--- src/rtl/opu_pkg.sv ---
// Shared types, constants and tables for the orbit position update block.
// Used by opu_turn, opu_cordic, opu_qmul and orbit_position_update.
// No dependencies.
package opu_pkg;

  // Fixed-point scale of angles (degrees) and radius (units).
  localparam int FRAC_BITS = 7;
  localparam int CORDIC_STEPS_DEF = 16;

  localparam int TIME_W  = 16;
  localparam int RATE_W  = 10;
  localparam int POS_W   = 15;
  localparam int YAW_W   = 16;
  localparam int PITCH_W = 15;
  localparam int RAD_W   = 14;
  localparam int STEP_W  = 14;
  localparam int PROD_W  = TIME_W + RATE_W;
  localparam int STEP_SH = 16 - FRAC_BITS;

  localparam int ANG_FULL  = 360 << FRAC_BITS;
  localparam int PITCH_LIM = 89 << FRAC_BITS;
  localparam int RAD_MIN   = 1 << FRAC_BITS;
  localparam int RAD_MAX   = 90 << FRAC_BITS;
  localparam int STEP_MAX  = 90 << FRAC_BITS;
  localparam int OUT_LIM   = 90 << FRAC_BITS;

  localparam int YAW_RST   = 15 << (FRAC_BITS - 1);
  localparam int PITCH_RST = 15 << FRAC_BITS;
  localparam int RAD_RST   = 15 << FRAC_BITS;
  localparam int RATE_RST  = 90;

  // Degrees to binary angle: a * 2^(32-FRAC_BITS) / 360 = a * 2^TURN_SH / 45.
  localparam int TURN_DIV   = 45;
  localparam int TURN_SH    = 32 - FRAC_BITS - 3;
  localparam int TURN_RECIP = 93207;   // ceil(2^22 / 45), exact for 16-bit a
  localparam int TURN_RA_W  = $clog2(TURN_DIV);
  localparam int TURN_QA_W  = 11;
  localparam int TURN_ANG_W = 17;

  typedef logic [TURN_SH-1:0] turn_frac_t [TURN_DIV];

  function automatic turn_frac_t build_turn_frac();
    turn_frac_t t;
    for (int i = 0; i < TURN_DIV; i++) begin
      t[i] = TURN_SH'((longint'(i) << TURN_SH) / TURN_DIV);
    end
    return t;
  endfunction

  // floor(i * 2^TURN_SH / 45) for the remainder of a / 45
  localparam turn_frac_t TURN_FRAC = build_turn_frac();

  // CORDIC
  localparam int CORDIC_W   = 34;
  localparam int ATAN_LEN   = 24;
  localparam int ATAN_IDX_W = $clog2(ATAN_LEN);

  typedef logic signed [CORDIC_W-1:0] trig_t;

  localparam trig_t GAIN_Q30 = 34'sd652032874;

  localparam logic [31:0] ATAN_TURN [ATAN_LEN] = '{
    32'h20000000, 32'h12E4051E, 32'h09FB385B, 32'h051111D4, 32'h028B0D43, 32'h0145D7E1,
    32'h00A2F61E, 32'h00517C55, 32'h0028BE53, 32'h00145F2F, 32'h000A2F98, 32'h000517CC,
    32'h00028BE6, 32'h000145F3, 32'h0000A2FA, 32'h0000517D, 32'h000028BE, 32'h0000145F,
    32'h00000A30, 32'h00000518, 32'h0000028C, 32'h00000146, 32'h000000A3, 32'h00000051
  };

  // Q30 multiplier operands and result
  localparam int MUL_A_W = 16;
  localparam int MUL_P_W = MUL_A_W + CORDIC_W;
  localparam int MUL_R_W = MUL_P_W - 30;

  typedef logic signed [MUL_A_W-1:0] mul_a_t;
  typedef logic signed [MUL_R_W-1:0] mul_r_t;
  typedef logic signed [POS_W-1:0]   pos_t;

  function automatic pos_t sat_pos(mul_r_t v);
    pos_t r;
    if (v > mul_r_t'(OUT_LIM)) begin
      r = pos_t'(OUT_LIM);
    end else if (v < -mul_r_t'(OUT_LIM)) begin
      r = pos_t'(-OUT_LIM);
    end else begin
      r = v[POS_W-1:0];
    end
    return r;
  endfunction

endpackage

--- src/rtl/orbit_position_update.sv ---
// Orbit position update top level: state update, sequencer, output register.
// Depends on opu_pkg, opu_turn, opu_cordic, opu_qmul.
//
//  channel | direction | handshake            | payload
//  --------+-----------+----------------------+------------------------------------------
//  cfg     | in        | cfg_valid_i/ready_o  | turn_rate_i
//  in      | in        | in_valid_i/stall_o   | go_*_i, zoom_*_i, time_step_i
//  out     | out       | out_valid_o/stall_i  | pos_x_o, pos_y_o, pos_z_o
//
// Each transaction runs the single CORDIC unit once for pitch and once for yaw, then
// makes four passes through the shared multiplier. in_stall_o is high while a
// transaction is being worked on. A finished result sits in the output register;
// the next input is taken while it waits. Reset is asynchronous, active low, and
// needs no clearing pass.
module orbit_position_update #(
  parameter int CORDIC_STEPS = opu_pkg::CORDIC_STEPS_DEF
) (
  input  logic                         clk_i,
  input  logic                         rst_ni,
  input  logic                         cfg_valid_i,
  output logic                         cfg_ready_o,
  input  logic [opu_pkg::RATE_W-1:0]   turn_rate_i,
  input  logic                         in_valid_i,
  output logic                         in_stall_o,
  input  logic                         go_left_i,
  input  logic                         go_right_i,
  input  logic                         go_up_i,
  input  logic                         go_down_i,
  input  logic                         zoom_closer_i,
  input  logic                         zoom_farther_i,
  input  logic [opu_pkg::TIME_W-1:0]   time_step_i,
  output logic                         out_valid_o,
  input  logic                         out_stall_i,
  output logic signed [opu_pkg::POS_W-1:0] pos_x_o,
  output logic signed [opu_pkg::POS_W-1:0] pos_y_o,
  output logic signed [opu_pkg::POS_W-1:0] pos_z_o
);
  import opu_pkg::*;

  localparam logic [3:0] ST_IDLE   = 4'd0;
  localparam logic [3:0] ST_STEP   = 4'd1;
  localparam logic [3:0] ST_UPD    = 4'd2;
  localparam logic [3:0] ST_ANG_P  = 4'd3;
  localparam logic [3:0] ST_WAIT_P = 4'd4;
  localparam logic [3:0] ST_ANG_Y  = 4'd5;
  localparam logic [3:0] ST_WAIT_Y = 4'd6;
  localparam logic [3:0] ST_MUL_T  = 4'd7;
  localparam logic [3:0] ST_MUL_X  = 4'd8;
  localparam logic [3:0] ST_MUL_Y  = 4'd9;
  localparam logic [3:0] ST_MUL_Z  = 4'd10;
  localparam logic [3:0] ST_MUL_W  = 4'd11;
  localparam logic [3:0] ST_FIN    = 4'd12;

  localparam int YW_W = YAW_W + 2;
  localparam int PT_W = PITCH_W + 2;
  localparam int RD_W = RAD_W + 3;

  logic [3:0] state_q, state_d;

  logic [RATE_W-1:0]         rate_q;
  logic [YAW_W-1:0]          yaw_q;
  logic signed [PITCH_W-1:0] pitch_q;
  logic [RAD_W-1:0]          rad_q;
  logic                      out_valid_q;

  logic [5:0]        dir_q;
  logic [PROD_W-1:0] prod_q;
  logic [STEP_W-1:0] step_q;
  trig_t             cp_q, sp_q, cy_q, sy_q;
  mul_a_t            t_q;
  pos_t              x_q, y_q, z_q, pos_x_q, pos_y_q, pos_z_q;

  logic in_acc, out_acc, out_load;
  logic [PROD_W-STEP_SH-1:0] step_raw;

  logic signed [YW_W-1:0] yw, yw_n;
  logic signed [PT_W-1:0] pt, pt_n;
  logic signed [RD_W-1:0] rd, rd_n;

  logic                         turn_start, turn_done;
  logic signed [TURN_ANG_W-1:0] turn_ang;
  logic [31:0]                  turn_val;
  logic                         cor_done;
  trig_t                        cor_cos, cor_sin;
  mul_a_t                       mul_a;
  trig_t                        mul_b;
  mul_r_t                       mul_p;

  assign in_stall_o  = (state_q != ST_IDLE);
  assign in_acc      = in_valid_i && !in_stall_o;
  assign out_acc     = out_valid_q && !out_stall_i;
  assign out_load    = (state_q == ST_FIN) && (!out_valid_q || !out_stall_i);
  assign cfg_ready_o = 1'b1;

  assign step_raw = prod_q[PROD_W-1:STEP_SH];

  // Move, then wrap yaw and clamp pitch and radius
  always_comb begin
    yw = YW_W'(yaw_q);
    pt = PT_W'(pitch_q);
    rd = RD_W'(rad_q);
    if (dir_q[0]) yw = yw + YW_W'(step_q);
    if (dir_q[1]) yw = yw - YW_W'(step_q);
    if (dir_q[2]) pt = pt + PT_W'(step_q);
    if (dir_q[3]) pt = pt - PT_W'(step_q);
    if (dir_q[4]) rd = rd - RD_W'(step_q);
    if (dir_q[5]) rd = rd + RD_W'(step_q);

    priority if (yw > YW_W'(ANG_FULL)) yw_n = YW_W'(step_q);
    else if (yw < 0)                   yw_n = YW_W'(ANG_FULL) - YW_W'(step_q);
    else                               yw_n = yw;

    priority if (pt > PT_W'(PITCH_LIM)) pt_n = PT_W'(PITCH_LIM);
    else if (pt < -PT_W'(PITCH_LIM))    pt_n = -PT_W'(PITCH_LIM);
    else                                pt_n = pt;

    priority if (rd < RD_W'(RAD_MIN)) rd_n = RD_W'(RAD_MIN);
    else if (rd > RD_W'(RAD_MAX))     rd_n = RD_W'(RAD_MAX);
    else                              rd_n = rd;
  end

  always_comb begin
    state_d = state_q;
    unique case (state_q)
      ST_IDLE:   if (in_acc) state_d = ST_STEP;
      ST_STEP:   state_d = ST_UPD;
      ST_UPD:    state_d = ST_ANG_P;
      ST_ANG_P:  state_d = ST_WAIT_P;
      ST_WAIT_P: if (cor_done) state_d = ST_ANG_Y;
      ST_ANG_Y:  state_d = ST_WAIT_Y;
      ST_WAIT_Y: if (cor_done) state_d = ST_MUL_T;
      ST_MUL_T:  state_d = ST_MUL_X;
      ST_MUL_X:  state_d = ST_MUL_Y;
      ST_MUL_Y:  state_d = ST_MUL_Z;
      ST_MUL_Z:  state_d = ST_MUL_W;
      ST_MUL_W:  state_d = ST_FIN;
      ST_FIN:    if (out_load) state_d = ST_IDLE;
      default:   state_d = ST_IDLE;
    endcase
  end

  assign turn_start = (state_q == ST_ANG_P) || (state_q == ST_ANG_Y);
  assign turn_ang   = (state_q == ST_ANG_P) ? TURN_ANG_W'(pitch_q)
                                            : TURN_ANG_W'({1'b0, yaw_q});

  // Multiplier operand select; the result is registered and lands in the next cycle
  always_comb begin
    mul_a = mul_a_t'({2'b00, rad_q});
    mul_b = cp_q;
    unique case (state_q)
      ST_MUL_X: begin
        mul_a = mul_p[MUL_A_W-1:0];
        mul_b = cy_q;
      end
      ST_MUL_Y: begin
        mul_b = sp_q;
      end
      ST_MUL_Z: begin
        mul_a = t_q;
        mul_b = sy_q;
      end
      default: ;
    endcase
  end

  always_ff @(posedge clk_i or negedge rst_ni) begin
    if (!rst_ni) begin
      state_q     <= ST_IDLE;
      rate_q      <= RATE_W'(RATE_RST);
      yaw_q       <= YAW_W'(YAW_RST);
      pitch_q     <= PITCH_W'(PITCH_RST);
      rad_q       <= RAD_W'(RAD_RST);
      out_valid_q <= 1'b0;
    end else begin
      state_q <= state_d;
      if (cfg_valid_i && cfg_ready_o) rate_q <= turn_rate_i;
      if (state_q == ST_UPD) begin
        yaw_q   <= yw_n[YAW_W-1:0];
        pitch_q <= pt_n[PITCH_W-1:0];
        rad_q   <= rd_n[RAD_W-1:0];
      end
      if (out_load)     out_valid_q <= 1'b1;
      else if (out_acc) out_valid_q <= 1'b0;
    end
  end

  always_ff @(posedge clk_i) begin
    if (in_acc) begin
      dir_q  <= {zoom_farther_i, zoom_closer_i, go_down_i, go_up_i, go_right_i, go_left_i};
      prod_q <= PROD_W'(time_step_i) * PROD_W'(rate_q);
    end
    if (state_q == ST_STEP) begin
      step_q <= (step_raw > (PROD_W-STEP_SH)'(STEP_MAX)) ? STEP_W'(STEP_MAX)
                                                         : step_raw[STEP_W-1:0];
    end
    if (state_q == ST_WAIT_P && cor_done) begin
      cp_q <= cor_cos;
      sp_q <= cor_sin;
    end
    if (state_q == ST_WAIT_Y && cor_done) begin
      cy_q <= cor_cos;
      sy_q <= cor_sin;
    end
    if (state_q == ST_MUL_X) t_q <= mul_p[MUL_A_W-1:0];
    if (state_q == ST_MUL_Y) x_q <= sat_pos(mul_p);
    if (state_q == ST_MUL_Z) y_q <= sat_pos(mul_p);
    if (state_q == ST_MUL_W) z_q <= sat_pos(mul_p);
    if (out_load) begin
      pos_x_q <= x_q;
      pos_y_q <= y_q;
      pos_z_q <= z_q;
    end
  end

  opu_turn u_turn (
    .clk_i   (clk_i),
    .rst_ni  (rst_ni),
    .start_i (turn_start),
    .ang_i   (turn_ang),
    .done_o  (turn_done),
    .turn_o  (turn_val)
  );

  opu_cordic #(
    .CORDIC_STEPS (CORDIC_STEPS)
  ) u_cordic (
    .clk_i   (clk_i),
    .rst_ni  (rst_ni),
    .start_i (turn_done),
    .theta_i (turn_val),
    .done_o  (cor_done),
    .cos_o   (cor_cos),
    .sin_o   (cor_sin)
  );

  opu_qmul u_qmul (
    .clk_i (clk_i),
    .a_i   (mul_a),
    .b_i   (mul_b),
    .p_o   (mul_p)
  );

  assign out_valid_o = out_valid_q;
  assign pos_x_o     = pos_x_q;
  assign pos_y_o     = pos_y_q;
  assign pos_z_o     = pos_z_q;

endmodule

--- src/rtl/opu_turn.sv ---
// Degree-to-binary-angle converter: three register stages, truncation toward zero.
// Depends on opu_pkg.
module opu_turn (
  input  logic                               clk_i,
  input  logic                               rst_ni,
  input  logic                               start_i,
  input  logic signed [opu_pkg::TURN_ANG_W-1:0] ang_i,
  output logic                               done_o,
  output logic [31:0]                        turn_o
);
  import opu_pkg::*;

  localparam int ABS_W = TURN_ANG_W - 1;
  localparam int MP_W  = ABS_W + 17;

  logic             v1_q, v2_q, done_q;
  logic [ABS_W-1:0] a1_q, a2_q;
  logic             neg1_q, neg2_q;
  logic [TURN_QA_W-1:0] qa_q;
  logic [31:0]      turn_q;

  logic [MP_W-1:0]      mprod;
  logic [ABS_W:0]       rem_full;
  logic [TURN_RA_W-1:0] ra;
  logic [31:0]          turn_pos;
  logic [ABS_W-1:0]     a_abs;

  assign a_abs    = ang_i[TURN_ANG_W-1] ? ABS_W'(-ang_i) : ABS_W'(ang_i);
  assign mprod    = MP_W'(a1_q) * MP_W'(TURN_RECIP);
  assign rem_full = (ABS_W+1)'(a2_q) - ((ABS_W+1)'(qa_q) * (ABS_W+1)'(TURN_DIV));
  assign ra       = rem_full[TURN_RA_W-1:0];
  assign turn_pos = 32'({qa_q, {TURN_SH{1'b0}}}) + 32'(TURN_FRAC[ra]);

  always_ff @(posedge clk_i or negedge rst_ni) begin
    if (!rst_ni) begin
      v1_q   <= 1'b0;
      v2_q   <= 1'b0;
      done_q <= 1'b0;
    end else begin
      v1_q   <= start_i;
      v2_q   <= v1_q;
      done_q <= v2_q;
    end
  end

  always_ff @(posedge clk_i) begin
    if (start_i) begin
      a1_q   <= a_abs;
      neg1_q <= ang_i[TURN_ANG_W-1];
    end
    if (v1_q) begin
      a2_q   <= a1_q;
      neg2_q <= neg1_q;
      qa_q   <= mprod[TURN_SH +: TURN_QA_W];
    end
    if (v2_q) begin
      turn_q <= neg2_q ? -turn_pos : turn_pos;
    end
  end

  assign done_o = done_q;
  assign turn_o = turn_q;

endmodule

--- src/rtl/opu_cordic.sv ---
// Iterative rotation-mode CORDIC: one micro-rotation per cycle on a shared shifter.
// Depends on opu_pkg.
module opu_cordic #(
  parameter int CORDIC_STEPS = opu_pkg::CORDIC_STEPS_DEF
) (
  input  logic                clk_i,
  input  logic                rst_ni,
  input  logic                start_i,
  input  logic [31:0]         theta_i,
  output logic                done_o,
  output opu_pkg::trig_t      cos_o,
  output opu_pkg::trig_t      sin_o
);
  import opu_pkg::*;

  localparam int CNT_W = $clog2(CORDIC_STEPS);

  logic             busy_q, done_q, flip_q;
  logic [CNT_W-1:0] cnt_q;
  trig_t            x_q, y_q, z_q;
  trig_t            x_d, y_d, z_d;
  trig_t            cos_q, sin_q;
  trig_t            dx, dy, dz;
  logic             flip;
  logic             last;

  assign flip = theta_i[31] ^ theta_i[30];
  assign last = (cnt_q == CNT_W'(CORDIC_STEPS - 1));
  assign dx   = y_q >>> cnt_q;
  assign dy   = x_q >>> cnt_q;
  assign dz   = trig_t'({{(CORDIC_W-32){1'b0}}, ATAN_TURN[ATAN_IDX_W'(cnt_q)]});

  always_comb begin
    if (!z_q[CORDIC_W-1]) begin
      x_d = x_q - dx;
      y_d = y_q + dy;
      z_d = z_q - dz;
    end else begin
      x_d = x_q + dx;
      y_d = y_q - dy;
      z_d = z_q + dz;
    end
  end

  always_ff @(posedge clk_i or negedge rst_ni) begin
    if (!rst_ni) begin
      busy_q <= 1'b0;
      done_q <= 1'b0;
      cnt_q  <= '0;
    end else begin
      done_q <= 1'b0;
      if (start_i) begin
        busy_q <= 1'b1;
        cnt_q  <= '0;
      end else if (busy_q) begin
        cnt_q <= cnt_q + 1'b1;
        if (last) begin
          busy_q <= 1'b0;
          done_q <= 1'b1;
        end
      end
    end
  end

  always_ff @(posedge clk_i) begin
    if (start_i) begin
      flip_q <= flip;
      x_q    <= GAIN_Q30;
      y_q    <= '0;
      // quadrants 2/3 rotated by half a turn
      z_q    <= trig_t'($signed({theta_i[31] ^ flip, theta_i[30:0]}));
    end else if (busy_q) begin
      x_q <= x_d;
      y_q <= y_d;
      z_q <= z_d;
      if (last) begin
        cos_q <= flip_q ? -x_d : x_d;
        sin_q <= flip_q ? -y_d : y_d;
      end
    end
  end

  assign done_o = done_q;
  assign cos_o  = cos_q;
  assign sin_o  = sin_q;

endmodule

--- src/rtl/opu_qmul.sv ---
// Shared Q30 multiplier with round-half-up and registered result.
// Depends on opu_pkg.
module opu_qmul (
  input  logic            clk_i,
  input  opu_pkg::mul_a_t a_i,
  input  opu_pkg::trig_t  b_i,
  output opu_pkg::mul_r_t p_o
);
  import opu_pkg::*;

  logic signed [MUL_P_W-1:0] prod;
  logic signed [MUL_P_W-1:0] rnd;
  mul_r_t                    p_q;

  assign prod = MUL_P_W'(a_i) * MUL_P_W'(b_i);
  assign rnd  = prod + (MUL_P_W'(1) <<< 29);

  always_ff @(posedge clk_i) begin
    p_q <= rnd[MUL_P_W-1:30];
  end

  assign p_o = p_q;

endmodule

--- config.mk ---
export PLATFORM = sky130hd
export DESIGN_NAME = orbit_position_update
export DESIGN_NICKNAME = d
export VERILOG_FILES = /design/src/rtl/opu_pkg.sv /design/src/rtl/orbit_position_update.sv /design/src/rtl/opu_turn.sv /design/src/rtl/opu_cordic.sv /design/src/rtl/opu_qmul.sv
export SDC_FILE = /design/constraint.sdc
export NUM_CORES = 2
export LEC_CHECK = 0
export ABC_AREA = 0
export BUFFER_PORTS_ARGS = -buffer_cell sky130_fd_sc_hd__buf_2
export CAP_MARGIN = 10
export CORE_ASPECT_RATIO = 1.25
export CORE_MARGIN = 2
export CORE_UTILIZATION = 55
export CTS_CLUSTER_SIZE = 30
export DETAILED_ROUTE_END_ITERATION = 7
export PLACE_DENSITY = 0.68
export SLEW_MARGIN = 0
export SYNTH_ARGS = -nofsm -noshare
export SYNTH_HDL_FRONTEND = slang
export SYNTH_SLANG_ARGS = --single-unit
--- constraint.sdc ---
create_clock -name clk_i -period 10.3 [get_ports clk_i]
set_input_delay 1.03 -clock clk_i [delete_from_list [all_inputs] [get_ports clk_i]]
set_output_delay 1.03 -clock clk_i [all_outputs]
set_load 0.005 [all_outputs]
Word-level counts from Yosys, hierarchy flattened
Memory sizes are Yosys's and may differ from the RTL's.
Cells that the tools add are included.
W data, S select, Z words.
{ "op_classes": {"bitwise_logic": 5, "muxes": 45, "order_cmp": 11, "n_eq_ne": 17, "n_mul": 4, "n_addsub": 21, "shift": 2, "reduce_logical": 16} }
{ "ops": {"columns": ["operator", "count"], "rows": [
  ["$mux W34", 7],
  ["$mux W17", 6],
  ["$pmux W34 S3", 1],
  ["$mux W32", 3],
  ["$add A34 B34 Y34", 2],
  ["$neg A34 Y34", 2],
  ["$sshr A34 B4 Y34", 2],
  ["$sub A34 B34 Y34", 2],
  ["$mux W15", 4],
  ["$pmux W4 S13", 1],
  ["$add A50 B31 Y50 const B", 1],
  ["$mul A16 B34 Y50", 1],
  ["$mux W16", 3],
  ["$mux W22", 2],
  ["$add A34 B33 Y34", 1],
  ["$gt A17 B15 Y1 const B", 2],
  ["$sub A34 B33 Y34", 1],
  ["$mul A16 B17 Y33 const B", 1],
  ["$add A32 B22 Y32", 1],
  ["$neg A32 Y32", 1],
  ["$pmux W16 S2", 1],
  ["$mux W14", 2],
  ["$mul A16 B10 Y26", 1],
  ["$eq A4 B4 Y1 const B", 6],
  ["other kinds (40)", 67]
]} }
{ "word_totals": {"regBits": 615, "memories": 2, "input_bits": 37, "mem_bits_ro": 2432, "elab_cells": 162, "output_inout_bits": 48} }
{ "memory_table": {"columns": ["memory", "words", "width", "rd", "rd_ports_with_merged_regs", "wr", "line", "source"], "rows": [
  ["(no name shown)", 64, 22, 1, 0, 0, "opu_turn.sv:32", "assign turn_pos = 32'({qa_q, {TURN_SH{1'b0}}}) + 32'(TURN_FRAC[ra]);"],
  ["(no name shown)", 32, 32, 1, 0, 0, "opu_cordic.sv:31", "assign dz = trig_t'({{(CORDIC_W-32){1'b0}}, ATAN_TURN[ATAN_IDX_W'(cnt_q)]});"]
]} }

Longest topological paths before layout
{ "logic_depth": {"ltp_word": 9, "mapped_depth": 33} }

By module
From an unflattened synthesis, not the netlist that was laid out.
{ "unflattened": {"cells_unflattened": 7422, "area_unflattened_um2": 70224.9} }
{ "modules_own_cells": {"columns": ["module", "area_per_inst_um2", "seq_area_each_um2", "cells_each", "n_inst"], "rows": [
  ["orbit_position_update", 24009.3, 9899.5, 2307, 1],
  ["opu_cordic", 18808.0, 4604.4, 2191, 1],
  ["opu_qmul", 18361.4, 400.4, 2045, 1],
  ["opu_turn", 9046.2, 2057.0, 879, 1]
]} }

Worst setup path after synthesis
OpenSTA, ideal clock, no wires.
{ "synth_timing": {"kind": "flip-flop to flip-flop", "from": "reg state_q[1]", "to": "reg u_qmul.p_q[13] (netlist: u_qmul.p_o[13])", "t_arrival_ns": 8.910, "required_time_ns": 10.173, "synth_period_minus_slack_ns": 9.036, "n_path_buf": 3, "path_slack_ns": 1.264, "path_stages_with_launch": 28, "path_cell_list": "dfrtp_1 -> clkbuf_1 -> buf_1 -> nor3_1 -> a22oi_1 -> clkbuf_1 -> nor2_1 -> fa_1 -> fa_1 -> fa_1 -> fa_1 -> fa_1 -> inv_1 -> fa_1 -> inv_1 -> ha_1 -> a21o_1 -> a21o_1 -> a21oi_1 -> nor2b_1 -> o31a_1 -> a211o_1 -> a41o_1 -> a211oi_1 -> o21ai_0 -> a21oi_1 -> o21ai_0 -> xor2_1"} }
{ "synth_via": {"elab_chain_len": 4, "elab_cells_between_ends": 7, "cone_classes": "add/sub: 1; mul: 1; eq/ne: 3; mux: 2"} }
{ "synth_lines": {"columns": ["item", "line", "source"], "rows": [
  ["start, declared", "orbit_position_update.sv:58", "logic [3:0] state_q, state_d;"],
  ["start signal, assigned", "orbit_position_update.sv:175", "state_q <= state_d;"],
  ["$eq A4 B4 Y1", "orbit_position_update.sv:150", "unique case (state_q)"],
  ["$pmux W34 S3 / $pmux W16 S2 (equally long branches)", "orbit_position_update.sv:150", null],
  ["$mul A16 B34 Y50 (*)", "opu_qmul.sv:15", "assign prod = MUL_P_W'(a_i) * MUL_P_W'(b_i);"],
  ["$add A50 B31 Y50 (*)", "opu_qmul.sv:16", "assign rnd = prod + (MUL_P_W'(1) <<< 29);"],
  ["net u_qmul.rnd[43]", "opu_qmul.sv:12", "logic signed [MUL_P_W-1:0] rnd;"],
  ["end signal, assigned", "opu_qmul.sv:19", "p_q <= rnd[MUL_P_W-1:30];"],
  ["end, declared", "opu_qmul.sv:13", "mul_r_t p_q;"]
]} }
The timed path passes the listed nets; every way through them passes the cells marked *.
A chain may end at the register's enable or synchronous reset.

Final worst setup path
{ "layout_timing": {"from": "reg state_q[0]", "to": "reg u_qmul.p_q[13] (netlist: u_qmul.p_o[13])"} }
The elaborated chain is that of the path after synthesis.

==> impl_metrics.py <==
metrics = {
    "critical_path": {
        "critPathRequiredTime_ns": 10.87,
        "cp_common_cell": "fa_1",
        "cp_max_fo": 70,
        "path_depth": 29,
        "crit_path_max_incr_delay_ns": 0.67,
        "r2r_end": "u_qmul.p_o[13]",
        "critPathBufInv": 6,
        "critPathLaunchType": "register",
        "rr_startpoint": "state_q[0]",
        "cp_slowest_cell": "buf_4",
        "cp-end-kind": "register",
        "cp.arrival_ns": 9.81,
        "crit_family": "adder cells",
        "critPathKind": "reg2reg",
        "r2r_slack_ns": 1.06,
        "r2r_cells": 29,
    },
    "logic_synthesis": {
        "yosysWarnings": 0,
        "synth.yosys.seq_area_share_pct": 24.9,
        "synth_edf_count": 448,
        "synth_fp_nets": 8391,
        "netlist_area_mm2": 0.0680,
        "ys_types": 100,
        "synthFlopType": "edfxtp_1",
        "syn_avg_cell_area_um2": 9.56,
        "ys_ff_latch": 605,
        "synthArstFlopShare_pct": 11.4,
        "syn-instance-count": 7113,
    },
    "clock_tree": {
        "cts_buffer_depth": 3,
        "cts.root.buffer_cell": "clkbuf_16",
        "cts_hold_buf": 0,
        "tritoncts": "yes",
        "clk_latency_ns": 0.69,
        "numCtsBuffers": 66,
        "post_cts_buffers": 0,
        "cts_num_sinks": 605,
        "cts_max_level": 3,
        "cts_resized": 0,
        "clk_pin_slew_ns": 0.06,
    },
    "detailed_routing": {
        "vias_per_cell": 5.94,
        "postRouteAntennaNets": 0,
        "vias": 51700,
        "drc": 0,
        "dr.first_iter.drc_count": 4073,
        "wl_per_cell_um": 20.6,
        "drt_wl_total_um": 180000,
        "first_pass_iters": 6,
    },
    "place": {
        "placed_area_mm2": 0.0701,
        "place_inst": 8591,
        "place_ws_ns": 1.06,
        "numPortBuffers": 83,
        "gp_congestion": 0.952,
        "hpwlAfterDp_um": 143000,
    },
    "layout": {
        "multi_input_area_mm2": 0.0463,
        "finalNetCount": 8331,
        "regArea_mm2": 0.0170,
        "syn2layout_area_growth_pct": 6.52,
        "fin_area_mm2": 0.0725,
        "fin_cells": 8713,
        "fill_cells": 10500,
        "antenna_cells": 0,
        "drive_gt1_share_pct": 8.57,
    },
    "floorplan": {
        "die_w_um": 319,
        "ios": 85,
        "die_area_mm2": 0.127,
        "dieHeight_um": 397,
        "core_area_mm2": 0.123,
        "initial_utilization_pct": 55.3,
        "num_rows": 144,
    },
    "global_routing": {
        "grt_overflow_total": 0,
        "grt_pass1_wl_um": 288000,
        "first_global_vias": 52500,
        "grt_max_degree": 75,
        "grt_usage_pct": 28.7,
        "antenna_found_initial": 5,
    },
    "sta": {
        "tightest_slew_ns": 1.27,
        "setup_viol": 0,
        "maxSlewViolCount": 0,
        "hold_viol": 0,
        "setup_tns_ns": 0,
        "rsz0062_at_grt": "no",
        "skew_ns": 0.0379,
        "min_period_ns": 9.24,
        "fin_crit_sh_pct": 89.7,
        "fmax_mhz": 108,
        "maxSlewHeadroom_pct": 15.2,
        "worst_slack_ns": 1.06,
    },
    "outcome": {
        "status": "finished clean",
    },
    "worst_hold_path": {
        "hold_path_class": "in2async",
    },
    "job": {
        "drv_cap": 0,
    },
}
## cells in the final DEF, fill, tap and decap left out, drive strengths merged, types with 55 or more instances in the layout
master / instances
a211oi: 55
a21o: 90
a21oi: 307
a31oi: 68
and2: 135
buf: 182
clkbuf: 74
dfxtp: 88
edfxtp: 448
fa: 715
ha: 526
inv: 984
mux2: 99
mux2i: 124
mux4: 85
nand2: 721
nand3: 85
nor2: 610
nor3: 102
o21a: 68
o21ai: 325
xnor2: 268
xor2: 128
## sequential cells by signal, summed over array words and instances, names as in the netlist, 16 cells and up
signal,count
yaw_q,16
u_cordic.sin_o,34
u_cordic.y_q,34
u_cordic.cos_o,34
cy_q,34
u_qmul.p_o,20
u_cordic.z_q,34
u_cordic.x_q,34
sy_q,34
u_turn.a1_q,16
cp_q,34
sp_q,34
u_turn.turn_o,32
prod_q,17
t_q,16
## kinds of logic (layout without fill, tap and decap cells)
kind of cell               after synthesis  in the layout  synth area share, %
muxes                                  308            308                 6.28
other                                    1              1              0.00551
adders and majority gates             1241           1241                 30.7
DFF                                    605            605                 24.9
AOI/OAI and AO/OA                     1289           1289                 12.4
buffers and inverters                 1291           1285                 7.24
and+or+nand+nor                       1982           1982                 13.3
xor gates and xnor gates               396            396                 5.11
## area by class of cell
cell class                 count  area share (%)
tap                         1606            2.77
clock buffer                  74            2.33
multi-input combinational   5217            63.9
sequential                   605            23.4
inverter                     981            5.08
clock inverter                48           0.908
timing repair buffer         182            1.60
## per-layer routing
layer  GRT usage (%)  vias up  share of wire, %
met2            50.8     1700                50
met5               0        -             0.019
li1                -    24000                 -
met4            12.9        6               5.0
met3            3.18      423               5.4
met1            35.3    25600                40
## through the flow
stage,util (%),hold WS [ns]
5_1_grt,58.9,0.156
4_1_cts,58.9,0.126
3_5_place_dp,57.0,0.405
2_1_floorplan,-,0.400
6_report,58.9,0.172
3_3_place_gp,57.0,0.401
## worst max path at each step
stage / from / end
CTS: state_q[0] / u_qmul.p_o[13]
global placement: state_q[0] / u_qmul.p_o[13]
detailed placement: state_q[0] / u_qmul.p_o[13]
floorplan: state_q[1] / u_qmul.p_o[13]
global route: state_q[3] / u_qmul.p_o[13]
finish: state_q[0] / u_qmul.p_o[13]
## cells in the mapped netlist (all sizes together) (55+ instances only)
| master | number | share of area [%] |
|---|---|---|
| xnor2 | 268 | 3.5 |
| mux2i | 124 | 1.8 |
| nand2 | 721 | 4.0 |
| a31oi | 68 | 0.63 |
| a21o | 90 | 0.99 |
| nor3 | 102 | 0.75 |
| a211oi | 55 | 0.61 |
| clkbuf | 240 | 1.3 |
| edfxtp | 448 | 20 |
| inv | 975 | 5.4 |
| mux2 | 99 | 1.6 |
| o21ai | 325 | 2.4 |
| ha | 526 | 9.7 |
| o21a | 68 | 0.75 |
| nand3 | 85 | 0.63 |
| a21oi | 307 | 2.3 |
| fa | 715 | 21 |
| nor2 | 610 | 3.4 |
| dfxtp | 88 | 2.6 |
| xor2 | 128 | 1.6 |
| buf | 70 | 0.50 |
| and2 | 135 | 1.2 |
| mux4 | 85 | 2.8 |
## worst reg2reg max path, delay by kind of cell, from the launching register on
family	cells	cell delay, ns
xor gates and xnor gates	1	0.16
buffers and inverters	6	1.20
and+or+nand+nor	4	1.02
adders and majority gates	7	3.23
AOI/OAI and AO/OA	11	2.99
DFF	1	0.51
Power is not shown: default switching activity piles up to over one toggle a cycle in this logic, so the estimate is an artifact.
